$ cat src/rtl/fsc_erase_walker.sv
// fsc_erase_walker: address sweep that writes erased bytes over a range
// runs the whole array after reset; depends on nothing

module fsc_erase_walker #(
    parameter int AW = 17
) (
    input  logic          i_clk,
    input  logic          i_rst_n,
    input  logic          i_start,
    input  logic [AW-1:0] i_first,
    input  logic [AW-1:0] i_last,
    output logic          o_busy,
    output logic [AW-1:0] o_wr_addr
);

    logic          r_busy;
    logic [AW-1:0] r_addr;
    logic [AW-1:0] r_last;
    logic          n_busy;
    logic [AW-1:0] n_addr;
    logic [AW-1:0] n_last;

    always_comb begin
        n_busy = r_busy;
        n_addr = r_addr;
        n_last = r_last;
        if (i_start) begin
            n_busy = 1'b1;
            n_addr = i_first;
            n_last = i_last;
        end else if (r_busy) begin
            if (r_addr == r_last) begin
                n_busy = 1'b0;
            end else begin
                n_addr = r_addr + AW'(1);
            end
        end
    end

    // reset starts a sweep over the whole array
    always_ff @(posedge i_clk) begin
        if (!i_rst_n) begin
            r_busy <= 1'b1;
            r_addr <= '0;
            r_last <= '1;
        end else begin
            r_busy <= n_busy;
            r_addr <= n_addr;
            r_last <= n_last;
        end
    end

    assign o_busy    = r_busy;
    assign o_wr_addr = r_addr;

endmodule

$ cat config.mk
export PLATFORM = sky130hd
export DESIGN_NAME = fsc_erase_walker
export DESIGN_NICKNAME = d
export VERILOG_FILES = /design/src/rtl/fsc_erase_walker.sv
export SDC_FILE = /design/constraint.sdc
export NUM_CORES = 1
export LEC_CHECK = 0
export ABC_AREA = 1
export BUFFER_PORTS_ARGS = -buffer_cell sky130_fd_sc_hd__buf_2
export CELL_PAD_IN_SITES_DETAIL_PLACEMENT = 1
export CELL_PAD_IN_SITES_GLOBAL_PLACEMENT = 1
export CORE_MARGIN = 2
export CORE_UTILIZATION = 32
export DETAILED_ROUTE_END_ITERATION = 7
export HOLD_SLACK_MARGIN = 0.06
export PLACE_DENSITY = 0.75
export SETUP_SLACK_MARGIN = 0.5
export SLEW_MARGIN = 10
export SYNTH_ARGS = -nofsm -noshare
export SYNTH_HDL_FRONTEND = slang
export SYNTH_SLANG_ARGS = --single-unit
$ cat constraint.sdc
create_clock -name i_clk -period 1.4 [get_ports i_clk]
set_input_delay 0.42 -clock i_clk [delete_from_list [all_inputs] [get_ports i_clk]]
set_output_delay 0.42 -clock i_clk [all_outputs]
set_load 0.05 [all_outputs]
==> results.yml, run 1 <==
run_status:
  outcome: "finished, violations left"
  failing_checks: "negative setup slack"
clock_network:
  tritoncts.num_buffers: 5
  clk_transition_reported_paths_ns: 0.09
  tritoncts: "built"
  clock_root_buffer: "sky130_fd_sc_hd__clkbuf_8"
  clk_path_buf_depth: 2
  cts_hold_repair.buffers: 0
  clock_sinks: 35
  clk-insertion-delay-late_ns: 0.30
  cts_htree_levels: 2
setup_path:
  timing.reg2reg.worst_path_depth: 10
  cp.required_ns: 1.61
  reg2reg_from: "o_wr_addr[1]$_SDFFE_PN0P_"
  criticalPathCategory: "reg -> reg"
  critPathMaxFanout: 4
  crit_start: "o_wr_addr[1]$_SDFFE_PN0P_"
  crit_path_end_kind: "register"
  timing.critical_path.arrival_ns: 1.81
  r2r_slack_ns: -0.20
  cp-start-kind: "register"
  timing.rr.end: "o_wr_addr[16]$_SDFFE_PN0P_"
drt:
  post_drt_wl_per_cell_um: 18.5
  first_pass_iters: 4
  routed_wirelength_mm: 9.64
  vias_per_cell: 5.27
  ant_nets: 0
  drcViolationCount: 0
  dr.first_iter.drc_count: 161
  vias: 2742
synthesis:
  yosysTopAreaCell: "sky130_fd_sc_hd__dfxtp_1"
  synth_edf_count: 0
  most_instantiated_library_cell_after_synthesis: "sky130_fd_sc_hd__nand2_1"
  async_flop_share_pct: 0
  postSynthNetCount: 366
  seq_area_frac_synth_pct: 33.4
  synthTopCellsByArea: "sky130_fd_sc_hd__dfxtp_1 (33%), sky130_fd_sc_hd__nand2_1 (20%), sky130_fd_sc_hd__nand3_1 (11%)"
  gate_count_of_the_mapped_netlist: 328
  yosys_register_bits: 35
  synthesis.area_um2: 2100
  syn_warnings: 0
  top_ff_cell_synth: "sky130_fd_sc_hd__dfxtp_1"
  post_synth_num_cell_types: 27
  synthesis.area_per_instance_um2: 6.40
  synth_top_area_share_pct: 33.4
  synth.top_cells.by_count: "sky130_fd_sc_hd__nand2_1 (112), sky130_fd_sc_hd__nand3_1 (47), sky130_fd_sc_hd__dfxtp_1 (35)"
floorplan:
  fp.dieArea_um2: 7220
  start_util_pct: 33.0
  floorplan.rows: 29
  core_um2: 6350
  horizontal_extent_of_the_die_um: 85.0
  die_height_um: 85.0
  pin_count: 55
placement:
  dp.final_hpwl_mm: 5.85
  placement.io_buffers: 54
  gpl.final_weighted_congestion: 0.831
  post-place-cells: 490
  detailed_place.area_um2: 2860
pwr:
  power_frac_comb_pct: 28.3
  p_int_uw: 1880
  netSwitchingFraction_pct: 33.0
  netSwitchingPower_uw: 926
  power.ir.vdd_worst_mv: 0.446
  power_frac_clock_pct: 31.7
  totalPowerFinal_uw: 2810
  power_frac_seq_pct: 39.9
  power-per-cell-area_nw_per_um2: 785
  cellLeakagePower_uw: 0.00172
sta:
  finalHoldViolations: 0
  clock-skew-final_ns: 0.0123
  number_of_pins_exceeding_their_max_slew_limit_in_the_final_report: 0
  worst_slew_margin_rel_pct: 77.0
  maxClockFrequency_ghz: 0.624
  period_share_pct: 114
  fin_hold_ws_ns: 0.328
  period_minus_slack_ns: 1.60
  rsz0062_at_grt: "true"
  timing_worst_slew_pin_value_ns: 0.342
  setup_ws_ns: -0.202
  setup_viol_count_final: 19
finish:
  non_filler_cells_in_the_finished_layout: 520
  stdcell_area_um2: 3580
  share_of_final_layout_standard_cells_stronger_than_drive_strength_1_pct: 49.4
  fill_cells: 808
  antenna-diode-count: 0
  layout.nets: 480
  area_growth_syn_to_layout_pct: 70.4
min_path:
  timing.hold.worst_endpoint: "r_last[12]$_SDFFE_PN1P_"
  holdPathStages: 3
  worst_min_path_start: "i_last[12]"
  worstHoldPathType: "in -> reg"
grt:
  grtUsageTotal_pct: 25.6
  grt_pass1_wl_mm: 14.3
  grt_antenna_before_repair: 0
  overflow: 0
  via_count_of_the_first_global_routing_pass: 2941
  largest_net_degree_at_the_start_of_global_routing: 26
flow_run:
  drv.max_cap_violation_count: 0
-- sequential cells by signal, indices dropped and copies added, names as in the netlist --
register,count
o_busy,1
r_last,17
o_wr_addr,17
-- power by group through the flow --
stage | combinational (uW) | clock, uW | sequential [uW]
floorplan | 268 | 0 | 1230
global placement | 574 | 0 | 1130
detailed placement | 598 | 0 | 1140
CTS | 728 | 888 | 1120
global route | 855 | 936 | 1130
finish | 796 | 890 | 1120
-- layout by cell type, fill, tap and decap left out, types with 2 or more instances in the layout --
master / Yosys / final
sky130_fd_sc_hd__nand3_2: 11 / 23
sky130_fd_sc_hd__clkbuf_16: 0 / 2
sky130_fd_sc_hd__nand3_1: 47 / 35
sky130_fd_sc_hd__nor2_1: 15 / 12
sky130_fd_sc_hd__buf_2: 5 / 34
sky130_fd_sc_hd__o21ai_0: 13 / 9
sky130_fd_sc_hd__nand2_4: 2 / 3
sky130_fd_sc_hd__buf_6: 1 / 17
sky130_fd_sc_hd__dfxtp_2: 0 / 5
sky130_fd_sc_hd__nor2_2: 4 / 6
sky130_fd_sc_hd__dfxtp_4: 0 / 18
sky130_fd_sc_hd__a21oi_1: 15 / 6
sky130_fd_sc_hd__buf_12: 0 / 3
sky130_fd_sc_hd__inv_2: 2 / 11
sky130_fd_sc_hd__o21ai_1: 12 / 16
sky130_fd_sc_hd__nand2_2: 1 / 7
sky130_fd_sc_hd__buf_8: 1 / 18
sky130_fd_sc_hd__inv_1: 27 / 16
sky130_fd_sc_hd__buf_4: 0 / 47
sky130_fd_sc_hd__nand2_1: 112 / 105
sky130_fd_sc_hd__clkbuf_8: 0 / 5
sky130_fd_sc_hd__xnor2_1: 7 / 7
sky130_fd_sc_hd__dfxtp_1: 35 / 12
sky130_fd_sc_hd__inv_4: 0 / 2
sky130_fd_sc_hd__a21oi_2: 0 / 9
-- final cells by class --
type	count	area, um2	share of cell area, %
clock buffers	7	97.6	2.73
clock inverters	1	6.26	0.175
inverters	30	119	3.32
multi-input cells	248	1370	38.4
flip-flops and latches	35	774	21.7
well taps	77	96.3	2.69
repair buffers	122	1110	31.0
-- logic make-up after synthesis --
logic type | count (synthesis) | synth area share [%]
AOI/OAI and AO/OA | 41 | 9.96
xor gates and xnor gates | 8 | 3.34
adders and majority gates | 1 | 0.596
buffers and inverters | 46 | 9.42
DFF | 35 | 33.4
and+or+nand+nor | 197 | 43.3
-- critical path, stage by stage (launching register included) --
cell	delay (ns)
sky130_fd_sc_hd__dfxtp_4	0.39
sky130_fd_sc_hd__ha_4	0.15
sky130_fd_sc_hd__nand2_2	0.10
sky130_fd_sc_hd__nor2_2	0.17
sky130_fd_sc_hd__nand2_2	0.11
sky130_fd_sc_hd__nor2_4	0.13
sky130_fd_sc_hd__nand3_1	0.11
sky130_fd_sc_hd__nand3_1	0.14
sky130_fd_sc_hd__nand2_1	0.08
sky130_fd_sc_hd__nand3_2	0.07
sky130_fd_sc_hd__nand2_1	0.05
-- per-stage QoR --
stage / worst slack [ns] / util (%) / setup TNS, ns
global route: -0.326 / 56.3 / -4.97
detailed placement: -0.135 / 45.0 / -1.36
global placement: -0.108 / 45.0 / -0.609
CTS: -0.0839 / 53.2 / -1.03
floorplan: -0.0578 / - / -0.433
finish: -0.202 / 56.3 / -2.72
-- what timing repair did --
item,4_1_cts,5_1_grt
gates cloned,2,1
gates resized for setup,81,36
pin swaps,2,21
setup buffers,11,8
setup endpoints to repair,45,53
-- worst max-delay path by stage --
| stage | endpoint | slack (ns) |
|---|---|---|
| 2_1_floorplan | o_wr_addr[16]$_SDFFE_PN0P_ | -0.06 |
| 3_3_place_gp | o_wr_addr[12]$_SDFFE_PN0P_ | -0.11 |
| 3_5_place_dp | o_wr_addr[12]$_SDFFE_PN0P_ | -0.13 |
| 4_1_cts | o_wr_addr[10]$_SDFFE_PN0P_ | -0.08 |
| 5_1_grt | o_wr_addr[4]$_SDFFE_PN0P_ | -0.33 |
| 6_report | o_wr_addr[16]$_SDFFE_PN0P_ | -0.20 |
-- layer usage --
layer	share of wire, %	vias up	track usage (%)
li1	-	1285	-
met1	39	1334	27.7
met2	53	87	48.2
met3	4.2	36	4.28
met4	4.5	0	11.8
met5	0	-	0
(Power assumes the default switching activity.)
==> inputs of run 2 (changes only) <==
--- a/config.mk
+++ b/config.mk
@@ -10,12 +10,12 @@
 export CELL_PAD_IN_SITES_DETAIL_PLACEMENT = 1
 export CELL_PAD_IN_SITES_GLOBAL_PLACEMENT = 1
 export CORE_MARGIN = 2
-export CORE_UTILIZATION = 32
+export CORE_UTILIZATION = 30
 export DETAILED_ROUTE_END_ITERATION = 7
 export HOLD_SLACK_MARGIN = 0.06
-export PLACE_DENSITY = 0.75
+export PLACE_DENSITY = 0.71
 export SETUP_SLACK_MARGIN = 0.5
-export SLEW_MARGIN = 10
+export SLEW_MARGIN = 20
 export SYNTH_ARGS = -nofsm -noshare
 export SYNTH_HDL_FRONTEND = slang
 export SYNTH_SLANG_ARGS = --single-unit
==> run 2 against run 1 <==
Against the previous run: the run still ends with negative setup slack left; sequential cell count unchanged; register-to-register slack improved by 0.06 ns; maximum frequency increased by 3.9%; routed wire length decreased by 8.3%; total power decreased by 0.19%; largest cell class unchanged; utilization decreased by 2.3 points; worst hold slack got worse by 0.0013 ns; first-iteration DRC count decreased by 43%.
==> results.yml, run 2 (synthesized netlist as in run 1, its figures left out) <==
run_status:
  outcome: "finished, violations left"
  failing_checks: "negative setup slack"
grt:
  largest_net_degree_at_the_start_of_global_routing: 41
  grt_antenna_before_repair: 0
  via_count_of_the_first_global_routing_pass: 2631
  overflow: 0
  grt_pass1_wl_mm: 12.9
  grtUsageTotal_pct: 22.0
pwr:
  power-per-cell-area_nw_per_um2: 764
  totalPowerFinal_uw: 2800
  power.ir.vdd_worst_mv: 0.423
  cellLeakagePower_uw: 0.00172
drt:
  vias_per_cell: 4.81
  post_drt_wl_per_cell_um: 16.5
  routed_wirelength_mm: 8.84
  first_pass_iters: 4
  dr.first_iter.drc_count: 92
  drcViolationCount: 0
  vias: 2581
  ant_nets: 0
setup_path:
  timing.critical_path.arrival_ns: 1.74
  crit_path_end_kind: "register"
  timing.rr.end: "o_wr_addr[4]$_SDFFE_PN0P_"
  critPathMaxFanout: 8
  timing.critical_path.to: "o_wr_addr[4]$_SDFFE_PN0P_"
  timing.reg2reg.worst_path_depth: 11
  cp.required_ns: 1.59
  cp-start-kind: "register"
  reg2reg_from: "o_wr_addr[15]$_SDFFE_PN0P_"
  r2r_slack_ns: -0.14
  criticalPathCategory: "reg -> reg"
  crit_start: "o_wr_addr[15]$_SDFFE_PN0P_"
clock_network:
  clk_transition_reported_paths_ns: 0.08
  tritoncts: "built"
  clock_sinks: 35
  clk-insertion-delay-late_ns: 0.30
  cts_htree_levels: 2
  tritoncts.num_buffers: 5
  cts_hold_repair.buffers: 0
  clk_path_buf_depth: 2
  clock_root_buffer: "sky130_fd_sc_hd__clkbuf_8"
finish:
  layout.area.seq_um2: 776
  layout.nets: 478
  area_growth_syn_to_layout_pct: 74.8
  share_of_final_layout_standard_cells_stronger_than_drive_strength_1_pct: 51.2
  multiInputGateArea_um2: 1450
  most_common_cell_after_layout_fill_and_taps_aside: "sky130_fd_sc_hd__nand2_1"
  most-common-layout-cells: "sky130_fd_sc_hd__nand2_1 (99), sky130_fd_sc_hd__buf_4 (45), sky130_fd_sc_hd__buf_2 (35)"
  antenna-diode-count: 0
  fill_cells: 870
sta:
  timing_worst_slew_pin_value_ns: 0.358
  finalHoldViolations: 0
  setup_ws_ns: -0.142
  maxClockFrequency_ghz: 0.648
  number_of_pins_exceeding_their_max_slew_limit_in_the_final_report: 0
  setup_total_negative_slack_ns: -2.12
  worst_slew_margin_rel_pct: 75.9
  rsz0062_at_grt: "true"
  setup_viol_count_final: 19
  period_minus_slack_ns: 1.54
  clock-skew-final_ns: 0.0147
  period_share_pct: 110
floorplan:
  start_util_pct: 30.9
  pin_count: 55
  horizontal_extent_of_the_die_um: 87.6
  floorplan.rows: 30
  die_height_um: 87.6
  fp.dieArea_um2: 7680
  core_um2: 6790
placement:
  dp.final_hpwl_mm: 5.61
  placement.io_buffers: 54
  gpl.final_weighted_congestion: 0.773
min_path:
  worstHoldPathType: "in -> reg"
flow_run:
  drv.max_cap_violation_count: 0
## run 2: changes by cell type in the layout (fill, tap and decap cells not counted), sizes merged
cell and change:
buf -2, clkbuf -1, inv +1
## run 2: metrics by stage
stage	setup WS (ns)	instances	instance area, um2	hold WS (ns)	util (%)
floorplan	-0.0578	328	2290	0.442	-
global placement	-0.0730	506	2880	0.458	42.4
detailed placement	-0.136	506	2880	0.465	42.4
CTS	-0.0970	525	3390	0.320	49.9
global route	-0.226	537	3670	0.338	54.0
finish	-0.142	537	3670	0.327	54.0
## run 2: worst min path at each step
stage,from,endpoint,depth (start not counted)
global route,i_last[7],r_last[7]$_SDFFE_PN1P_,3
detailed placement,r_last[14]$_SDFFE_PN1P_,r_last[14]$_SDFFE_PN1P_,2
CTS,i_last[2],r_last[2]$_SDFFE_PN1P_,3
finish,i_last[2],r_last[2]$_SDFFE_PN1P_,3
global placement,r_last[14]$_SDFFE_PN1P_,r_last[14]$_SDFFE_PN1P_,2
floorplan,r_last[11]$_SDFFE_PN1P_,r_last[11]$_SDFFE_PN1P_,2
## run 2: final cells by class
class	count	area share, %
inverters	30	3.24
flip-flops and latches	35	21.2
repair buffers	120	29.9
well taps	96	3.28
clock inverters	2	0.409
clock buffers	6	2.56
multi-input cells	248	39.4
## run 2: critical path, stage by stage, from the launching register on
cell and delay (ns):
sky130_fd_sc_hd__dfxtp_4 0.40, sky130_fd_sc_hd__inv_2 0.05, sky130_fd_sc_hd__nand2_2 0.06, sky130_fd_sc_hd__nand2_2 0.05, sky130_fd_sc_hd__nor2_2 0.11, sky130_fd_sc_hd__nand3_2 0.12, sky130_fd_sc_hd__nor2_4 0.17, sky130_fd_sc_hd__nand2_1 0.10
sky130_fd_sc_hd__nand2_4 0.13, sky130_fd_sc_hd__nand2_8 0.10, sky130_fd_sc_hd__nand3_1 0.10, sky130_fd_sc_hd__nand2_1 0.06
## run 2: layer usage
metal | global-route usage (%) | vias to the layer above | routed length, um
met3 | 4.05 | 19 | 357
met5 | 0 | - | 0
li1 | - | 1282 | -
met1 | 24.8 | 1215 | 3610
met4 | 5.17 | 0 | 207
met2 | 42.4 | 65 | 4660
## run 2: timing repair
| action | 4_1_cts | 5_1_grt |
|---|---|---|
| buffers inserted | 10 | 10 |
| cloned | 1 | 2 |
| resized for setup | 82 | 49 |
| endpoints found under the setup margin | 46 | 43 |
| pin swaps | 21 | 18 |
## run 2: where the power goes
part,switching (uW),internal (uW),leakage (uW),total [uW]
logic,420,373,0.00137,793
registers,77.4,1050,0.000300,1130
clock network,418,466,0.0000573,884
total,915,1890,0.00172,2800
