--- config.mk ---
export PLATFORM = sky130hd
export DESIGN_NAME = fsc_cmd_seq
export DESIGN_NICKNAME = d
export VERILOG_FILES = /design/src/rtl/fsc_pkg.sv /design/src/rtl/fsc_cmd_seq.sv
export SDC_FILE = /design/constraint.sdc
export NUM_CORES = 1
export LEC_CHECK = 0
export ABC_AREA = 1
export BUFFER_PORTS_ARGS = -buffer_cell sky130_fd_sc_hd__buf_4
export CELL_PAD_IN_SITES_DETAIL_PLACEMENT = 2
export CELL_PAD_IN_SITES_GLOBAL_PLACEMENT = 2
export CORE_MARGIN = 4
export CORE_UTILIZATION = 28
export CTS_BUF_LIST = sky130_fd_sc_hd__clkbuf_4 sky130_fd_sc_hd__clkbuf_8
export DETAILED_ROUTE_END_ITERATION = 10
export MAX_ROUTING_LAYER = met4
export PLACE_DENSITY_LB_ADDON = 0.05
export REMOVE_ABC_BUFFERS = 1
export SYNTH_ARGS = -nofsm -noshare
export SYNTH_HDL_FRONTEND = slang
export SYNTH_SLANG_ARGS = --single-unit
--- constraint.sdc ---
create_clock -name i_clk -period 4.2 [get_ports i_clk]
set_clock_uncertainty 0.05 [all_clocks]
set_input_delay 0.84 -clock i_clk [delete_from_list [all_inputs] [get_ports i_clk]]
set_output_delay 0.84 -clock i_clk [all_outputs]
set_load 0.1 [all_outputs]
--- src/rtl/fsc_pkg.sv ---
// fsc_pkg: shared types and constants for the flash save command controller
// used by fsc_cmd_seq, the top module and the bench; depends on nothing

package fsc_pkg;

    // command sequencer states, one-hot
    typedef enum logic [7:0] {
        ST_READY         = 8'b0000_0001,
        ST_UNLOCK1       = 8'b0000_0010,
        ST_AWAIT         = 8'b0000_0100,
        ST_ERASE_READY   = 8'b0000_1000,
        ST_ERASE_UNLOCK1 = 8'b0001_0000,
        ST_ERASE_AWAIT   = 8'b0010_0000,
        ST_PROGRAM       = 8'b0100_0000,
        ST_BANK          = 8'b1000_0000
    } t_seq_state;

    // array actions decoded from one write item
    typedef struct packed {
        logic prog;
        logic chip_erase;
        logic sector_erase;
    } t_seq_act;

    // bus access kinds
    localparam logic CMD_READ  = 1'b0;
    localparam logic CMD_WRITE = 1'b1;

    // command offsets
    localparam logic [15:0] ADDR_UNLOCK1 = 16'h5555;
    localparam logic [15:0] ADDR_UNLOCK2 = 16'h2AAA;
    localparam logic [15:0] ADDR_BANK    = 16'h0000;
    localparam logic [15:0] ADDR_ID_MFR  = 16'h0000;
    localparam logic [15:0] ADDR_ID_DEV  = 16'h0001;

    // command bytes
    localparam logic [7:0] BYTE_UNLOCK1  = 8'hAA;
    localparam logic [7:0] BYTE_UNLOCK2  = 8'h55;
    localparam logic [7:0] BYTE_ID_ENTER = 8'h90;
    localparam logic [7:0] BYTE_ID_EXIT  = 8'hF0;
    localparam logic [7:0] BYTE_ERASE    = 8'h80;
    localparam logic [7:0] BYTE_PROGRAM  = 8'hA0;
    localparam logic [7:0] BYTE_BANK     = 8'hB0;
    localparam logic [7:0] BYTE_CHIP_ERS = 8'h10;
    localparam logic [7:0] BYTE_SECT_ERS = 8'h30;

    // chip id bytes
    localparam logic [7:0] ID_MFR_2BANK = 8'h62;
    localparam logic [7:0] ID_MFR_1BANK = 8'h32;
    localparam logic [7:0] ID_DEV_2BANK = 8'h13;
    localparam logic [7:0] ID_DEV_1BANK = 8'h1B;

    localparam logic [7:0] ERASED_BYTE = 8'hFF;

endpackage

--- src/rtl/fsc_cmd_seq.sv ---
// fsc_cmd_seq: unlock-sequence command decoder, id mode and bank select
// depends on fsc_pkg

module fsc_cmd_seq (
    input  logic              i_clk,
    input  logic              i_rst_n,
    input  logic              i_wr,
    input  logic [15:0]       i_addr,
    input  logic [7:0]        i_data,
    input  logic              i_two_banks,
    output fsc_pkg::t_seq_act o_act,
    output logic              o_id_mode,
    output logic              o_bank_sel
);

    fsc_pkg::t_seq_state r_state;
    fsc_pkg::t_seq_state n_state;
    logic                r_id_mode;
    logic                n_id_mode;
    logic                r_bank_sel;
    logic                n_bank_sel;
    fsc_pkg::t_seq_act   act;
    logic                at_unlock1;
    logic                at_unlock2;

    assign at_unlock1 = (i_addr == fsc_pkg::ADDR_UNLOCK1);
    assign at_unlock2 = (i_addr == fsc_pkg::ADDR_UNLOCK2);

    always_comb begin
        n_state    = r_state;
        n_id_mode  = r_id_mode;
        n_bank_sel = r_bank_sel;
        act        = '0;
        if (i_wr) begin
            unique case (r_state)
                fsc_pkg::ST_READY: begin
                    if (at_unlock1 && i_data == fsc_pkg::BYTE_UNLOCK1) begin
                        n_state = fsc_pkg::ST_UNLOCK1;
                    end
                end
                fsc_pkg::ST_UNLOCK1: begin
                    if (at_unlock2 && i_data == fsc_pkg::BYTE_UNLOCK2) begin
                        n_state = fsc_pkg::ST_AWAIT;
                    end
                end
                fsc_pkg::ST_AWAIT: begin
                    if (at_unlock1) begin
                        case (i_data)
                            fsc_pkg::BYTE_ID_ENTER: begin
                                n_id_mode = 1'b1;
                                n_state   = fsc_pkg::ST_READY;
                            end
                            fsc_pkg::BYTE_ID_EXIT: begin
                                n_id_mode = 1'b0;
                                n_state   = fsc_pkg::ST_READY;
                            end
                            fsc_pkg::BYTE_ERASE:   n_state = fsc_pkg::ST_ERASE_READY;
                            fsc_pkg::BYTE_PROGRAM: n_state = fsc_pkg::ST_PROGRAM;
                            fsc_pkg::BYTE_BANK:    n_state = fsc_pkg::ST_BANK;
                            default:               n_state = r_state;
                        endcase
                    end
                end
                fsc_pkg::ST_ERASE_READY: begin
                    if (at_unlock1 && i_data == fsc_pkg::BYTE_UNLOCK1) begin
                        n_state = fsc_pkg::ST_ERASE_UNLOCK1;
                    end
                end
                fsc_pkg::ST_ERASE_UNLOCK1: begin
                    if (at_unlock2 && i_data == fsc_pkg::BYTE_UNLOCK2) begin
                        n_state = fsc_pkg::ST_ERASE_AWAIT;
                    end
                end
                fsc_pkg::ST_ERASE_AWAIT: begin
                    if (i_data == fsc_pkg::BYTE_CHIP_ERS && at_unlock1) begin
                        act.chip_erase = 1'b1;
                        n_state        = fsc_pkg::ST_READY;
                    end else if (i_data == fsc_pkg::BYTE_SECT_ERS) begin
                        act.sector_erase = 1'b1;
                        n_state          = fsc_pkg::ST_READY;
                    end
                end
                fsc_pkg::ST_PROGRAM: begin
                    act.prog = 1'b1;
                    n_state  = fsc_pkg::ST_READY;
                end
                fsc_pkg::ST_BANK: begin
                    if (i_addr == fsc_pkg::ADDR_BANK) begin
                        n_bank_sel = i_data[0] & i_two_banks;
                        n_state    = fsc_pkg::ST_READY;
                    end
                end
                default: begin
                    n_state = fsc_pkg::ST_READY;
                end
            endcase
        end
    end

    always_ff @(posedge i_clk) begin
        if (!i_rst_n) begin
            r_state    <= fsc_pkg::ST_READY;
            r_id_mode  <= 1'b0;
            r_bank_sel <= 1'b0;
        end else begin
            r_state    <= n_state;
            r_id_mode  <= n_id_mode;
            r_bank_sel <= n_bank_sel;
        end
    end

    assign o_act      = act;
    assign o_id_mode  = r_id_mode;
    assign o_bank_sel = r_bank_sel;

endmodule

==> flow_summary.toml, run 1 <==
[synth]
postSynthCellCount = 190
synth_most_common_cell = "nand2_1"
synth.ff_latch_count = 10
ys_seq_area_share_pct = 18.6
synth_largest_area_cell = "dfxtp_1"
yosys.area_share.xor_xnor_pct = 0
synth_edf_count = 0
ys_async_sr_fraction_pct = 0
yosys-top-cells-count = "nand2_1 (45), nor2_1 (43), nand3_1 (24)"
synth_cell_types = 26
yosys.area_share.simple_pct = 64.7
synth_compound_area_share_pct = 6.86
synth_top_family_by_area = "simple AND/OR/NAND/NOR gates"
synthMuxAreaShare_pct = 0
synth_area_um2 = 1080
synth_top_flop_cell = "dfxtp_1"
synth_top_cell_area_share_pct = 18.6
yosys-top-cells-area = "dfxtp_1 (19%), nand2_1 (16%), nor2_1 (15%), nand3_1 (11%), nor2_2 (7.6%)"
synth_fa_ha_area_share_pct = 0
avgSynthCellArea_um2 = 5.66
yosysWarnings = 0

[power_and_ir_drop]
ir_drop_uv = 278
totalPowerFinal_w = 0.000722
p_per_area_nw_per_um2 = 509
p_int_w = 0.000359
combPwrFrac_pct = 59.4
power.share.switching_pct = 50.2
p_leak_nw = 0.659
clkPwrFrac_pct = 17.2
p_sw_w = 0.000362
seqPwrFrac_pct = 23.5

[critical_path]
cp-startpoint = "i_addr[1]"
cp-start-kind = "input port"
r2r-start = "r_state[2]"
crit_arrival_ns = 1.93
endpoint_kind = "primary output"
critPathKind = "in -> out"
cp.required_ns = 3.31
path_max_fanout = 3

[floorplanning]
start_util_pct = 29.2
num_rows = 22
die_h_um = 70.0
core-area_um2 = 3690
io_pins = 33
die_x_um = 70.0
fp.dieArea_um2 = 4900

[clock_network]
cts_tree = "built"
clk_pin_slew_worst_paths_ns = 0.05
cts_buffers = 3
clockRootBuffer = "clkbuf_8"
clk_path_buf_depth = 2
holdBufCountCts = 0
htreeDepth = 1
clkLatencyLatePin_ns = 0.24
cts_resized = 0
cts_setup_buffers = 0
cts_sinks = 10

[final_layout]
nets = 254
area_growth_pct = 31.7
drive_above_1_share_pct = 28.9
final_cells = 273
diodes = 0
finish.instance_area_um2 = 1420

[run_status]
status = "finished, final reports clean"

[global_routing]
grt_max_degree = 11
grt_pass1_vias = 1470
grt_usage_pct = 17.8
grt.overflow.total = 0
antenna_found_initial = 0
grt_pass1_wl_um = 6930

[drt]
wl_per_cell_um = 14.5
vias = 1318
drc = 0
routed_via_density = 4.83
first_pass_iters = 4
routed_wl_um = 3950
first_iter_violations = 36
ant_nets = 0

[placement]
gp_congestion = 0.810
postPlaceCellArea_um2 = 1360
dpl.hpwl_um = 3310
dp.cells = 269
io_buffers = 32

[timing]
timing.fmax_mhz = 355
setup_violations = 0
hold_ws_ns = 0.437
tns_ns = 0
timing.final.crit_share_pct = 67.1
slew_headroom_pct = 81.6
final-hold-violation-count = 0
slew_violations = 0
tightest_slew_ns = 0.274
rsz0062_at_grt = "no"
period_needed_ns = 2.82

[hold_path]
min_from = "o_bank_sel"
hold_path_class = "reg -> reg"

[run]
drv_cap = 0
[layer usage]
layer / up-vias / GRT usage, % / part of all wire [%]
li1: 666 / - / -
met1: 620 / 22.0 / 47
met2: 26 / 29.4 / 48
met3: 6 / 4.46 / 4.0
met4: 0 / 3.40 / 1.1
met5: - / - / 0
[worst paths after layout]
kind | depth (start not counted) | endpoint | slack [ns]
max | 7 | o_act[1] | 1.38
min | 2 | o_bank_sel | 0.44
max reg2reg | 12 | r_state[3] | 2.49
min reg2reg | 2 | o_bank_sel | 0.44
[area by class of cell]
class / count / area, um2
Inverter: 24 / 92.6
Sequential cell: 10 / 200
Clock buffer: 4 / 55.1
Fill cell: 502 / 2270
Tap cell: 48 / 60.1
Timing Repair Buffer: 32 / 240
Multi-Input combinational cell: 155 / 769
[registers in the layout, indices dropped and copies added, names as in the netlist]
register,count
o_bank_sel,1
o_id_mode,1
r_state,8
[power groups by stage]
stage               Clock, W  Combinational, W  Sequential, W
detailed placement         0          0.000427       0.000169
finish              0.000124          0.000428       0.000169
global placement           0          0.000403       0.000166
CTS                 0.000127          0.000437       0.000169
floorplan                  0          0.000320       0.000159
global route        0.000134          0.000493       0.000176
[through the flow]
stage	util [%]	setup slack, ns
after global placement	36.9	1.42
after floorplan	-	0.172
after detailed placement	36.9	1.40
after CTS	38.4	1.40
after global routing	38.4	1.26
final	38.4	1.38
[worst max-delay path, stage by stage]
cell     delay (ns)
buf_4          0.12
nor2_2         0.17
nand3_1        0.09
nor2_1         0.14
nand3_1        0.12
nor2_1         0.13
buf_4          0.31
[cells in the final DEF (no fill, tap or decap)]
cell and n:
o211ai_1 1, nand2_4 2, o21bai_1 1, inv_2 3, nand3_2 1, nor2_4 2, buf_4 32, nand2_2 4
o21ai_0 2, nor3_1 4, dfxtp_1 10, inv_4 1, nor2_1 43, o21bai_2 1, nand3_1 24, a21oi_1 4
clkbuf_8 4, clkinv_1 1, nor2_2 13, nand3b_1 1, nand3_4 1, o211a_1 1, nand4_1 3, nor2_8 1
nand2_1 45, a21boi_0 1, inv_1 19
[cell families (layout without fill, tap and decap cells)]
group	count (synthesis)	after routing
flops	10	10
buf+inv	25	60
compound gates	11	11
simple gates	144	144
Power figures use the tool's default switching activity.
==> run 2, diff against run 1 <==
--- a/config.mk
+++ b/config.mk
@@ -5,12 +5,12 @@
 export SDC_FILE = /design/constraint.sdc
 export NUM_CORES = 1
 export LEC_CHECK = 0
-export ABC_AREA = 1
+export ABC_AREA = 0
 export BUFFER_PORTS_ARGS = -buffer_cell sky130_fd_sc_hd__buf_4
 export CELL_PAD_IN_SITES_DETAIL_PLACEMENT = 2
 export CELL_PAD_IN_SITES_GLOBAL_PLACEMENT = 2
 export CORE_MARGIN = 4
-export CORE_UTILIZATION = 28
+export CORE_UTILIZATION = 25
 export CTS_BUF_LIST = sky130_fd_sc_hd__clkbuf_4 sky130_fd_sc_hd__clkbuf_8
 export DETAILED_ROUTE_END_ITERATION = 10
 export MAX_ROUTING_LAYER = met4
==> constraint.sdc (replaced) <==
create_clock -name i_clk -period 2.4 [get_ports i_clk]
set_clock_uncertainty 0.05 [all_clocks]
set_input_delay 0.48 -clock i_clk [delete_from_list [all_inputs] [get_ports i_clk]]
set_output_delay 0.48 -clock i_clk [all_outputs]
set_load 0.1 [all_outputs]
==> run 2 against run 1 <==
Clock power increased by 69%; die area shrank 0.67%; worst setup slack got worse by 1.3 ns; global-route usage is 0.90 points lower; total power shrank 36%; sequential share of layout area down 0.35 points; critical path type is now in -> reg.
==> flow_summary.toml, run 2 <==
[placement]
gp_congestion = 0.744
dp_slack_ns = -0.158
io_buffers = 32
dpl.hpwl_um = 3110

[final_layout]
drive_above_1_share_pct = 36.6
regMostFlops = "r_state"
nets = 201
area_growth_pct = 52.5
final_common_cell = "buf_4"
layout_common_cells = "buf_4 (44), nand2_1 (16), nor2_1 (12)"
largest_register_ffs = 8
diodes = 0

[global_routing]
grt.overflow.total = 0
grt_pass1_vias = 1270
grt_pass1_wl_um = 6580
grt_max_degree = 16
antenna_found_initial = 0
grt_usage_pct = 16.9

[critical_path]
path_max_fanout = 8
r2r_cells = 7
r2r-start = "r_state[5]"
crit_arrival_ns = 2.43
worstReg2RegEnd = "r_state[2]"
crit_chain = "buf_4, or4_4, nor4_4, nand4_1, a32o_2, and2b_1, buf_12, mux2i_1"
critPathKind = "in -> reg"
cp-startpoint = "i_addr[6]"
r2r_slack_ns = 0.11
critical_path_cell_count = 8
cp_top_family = "simple AND/OR/NAND/NOR gates"
endpoint_kind = "flop"
cpMaxStageDelayCell = "or4_4"
critical_path_buf_inv_count = 2
cp-start-kind = "input port"
cp.required_ns = 2.50
cp_slowest_stage_delay_ns = 0.53

[timing]
final-hold-violation-count = 0
setup_violations = 0
slew_headroom_pct = 64.8
tightest_slew_ns = 0.520
timing.final.crit_share_pct = 97.2
period_needed_ns = 2.33
tns_ns = 0
slew_violations = 0
setup_slack_ns = 0.0668
timing.fmax_mhz = 429

[synth]
synth_top_flop_cell = "dfxtp_1"
yosys-top-cells-area = "dfxtp_1 (21%), mux2i_1 (7.3%), nand4_1 (6.6%), nand2_1 (6.3%), nor3_1 (4.7%)"
synth_area_um2 = 953
postSynthCellCount = 124
yosys-top-cells-count = "nand2_1 (16), nor2_1 (12), dfxtp_1 (10), nand4_1 (10), nor3_1 (9)"
avgSynthCellArea_um2 = 7.69
synth_top_cell_area_share_pct = 21.0
synth_edf_count = 0
ys_async_sr_fraction_pct = 0
yosysWarnings = 0
ys_seq_area_share_pct = 21.0
synth.ff_latch_count = 10
synth_most_common_cell = "nand2_1"
synth_largest_area_cell = "dfxtp_1"
synth_cell_types = 40

[floorplanning]
core-area_um2 = 3660
die_h_um = 69.8
fp.dieArea_um2 = 4870
io_pins = 33
start_util_pct = 26.0
num_rows = 22
die_x_um = 69.8

[power_and_ir_drop]
p_sw_w = 0.000106
combPwrFrac_pct = 19.1
clkPwrFrac_pct = 45.0
seqPwrFrac_pct = 35.8
p_int_w = 0.000359
power.share.switching_pct = 22.8
p_per_area_nw_per_um2 = 319
ir_drop_uv = 211
p_leak_nw = 0.550

[drt]
first_iter_violations = 20
vias = 1164
ant_nets = 0
routed_via_density = 5.29
first_pass_iters = 4
routed_wl_um = 3820
wl_per_cell_um = 17.4
drc = 0

[hold_path]
whs_endpoint = "o_bank_sel"
min_from = "o_bank_sel"
whs_path_depth = 2
hold_path_class = "reg -> reg"

[clock_network]
clk_path_buf_depth = 2
htreeDepth = 1
clkLatencyLatePin_ns = 0.23
clockRootBuffer = "clkbuf_8"
clk_pin_slew_worst_paths_ns = 0.05
cts_tree = "built"
cts_sinks = 10
cts_buffers = 3

[run]
drv_cap = 0

[run_status]
status = "finished, final reports clean"
==> run 2: per-layer routing <==
layer  vias up  global-route usage, %  wire length [um]
li1        571                      -                 -
met2        19                   30.5              2060
met5         -                      -                 0
met3         2                   2.90               115
met4         0                   2.55                10
met1       572                   19.9              1640
==> run 2: kinds of logic after synthesis <==
logic type	Yosys count	synth area share, %
AND/OR/NAND/NOR	82	50.4
flip-flops	10	21.0
buffers and inverters	7	6.56
AO/OA/AOI/OAI	15	11.9
XOR/XNOR	3	2.76
multiplexers	7	7.35
==> run 2: tightest hold or removal path, delay by kind of cell (launching register included) <==
kind | cells | cell delay [ns]
DFF | 1 | 0.31
AOI/OAI and AO/OA | 1 | 0.07
and+or+nand+nor | 1 | 0.06
==> run 2: final cells by class <==
type,instances,area (um2)
Multi-Input combinational cell,107,736
Timing Repair Buffer,49,395
Tap cell,48,60.1
Inverter,2,7.51
Sequential cell,10,200
Fill cell,419,2210
Clock buffer,4,55.1
==> run 2: worst max path at each step <==
stage and end:
2_1_floorplan o_act[2], 6_report r_state[2], 3_3_place_gp o_act[1], 3_5_place_dp r_state[2], 4_1_cts o_act[2], 5_1_grt r_state[2]
==> run 2: per-stage QoR <==
stage / instance area, um2 / hold WS, ns / util [%] / cells / power [W]
detailed placement: 1330 / 0.431 / 36.4 / 215 / 0.000256
floorplan: 898 / 0.427 / - / 119 / 0.000188
global route: 1450 / 0.477 / 39.7 / 220 / 0.000487
CTS: 1410 / 0.440 / 38.6 / 220 / 0.000468
finish: 1450 / 0.439 / 39.7 / 220 / 0.000464
global placement: 1330 / 0.417 / 36.4 / 215 / 0.000253
==> run 2: what timing repair did <==
| item | 4_1_cts | 5_1_grt |
|---|---|---|
| endpoints found under the setup margin | 1 | 9 |
| setup buffers | 1 | 1 |
| resized for setup | 3 | 9 |
| pin swaps | 2 | 4 |
| hold endpoints to repair | 0 | 0 |
| hold buffers | 0 | 0 |
==> run 2: power groups by stage <==
| stage | clock, W | combinational, W | sequential [W] |
|---|---|---|---|
| 3_3_place_gp | 0 | 0.0000831 | 0.000170 |
| 5_1_grt | 0.000222 | 0.0000986 | 0.000166 |
| 6_report | 0.000209 | 0.0000889 | 0.000166 |
| 4_1_cts | 0.000214 | 0.0000878 | 0.000166 |
| 3_5_place_dp | 0 | 0.0000866 | 0.000170 |
| 2_1_floorplan | 0 | 0.0000184 | 0.000170 |
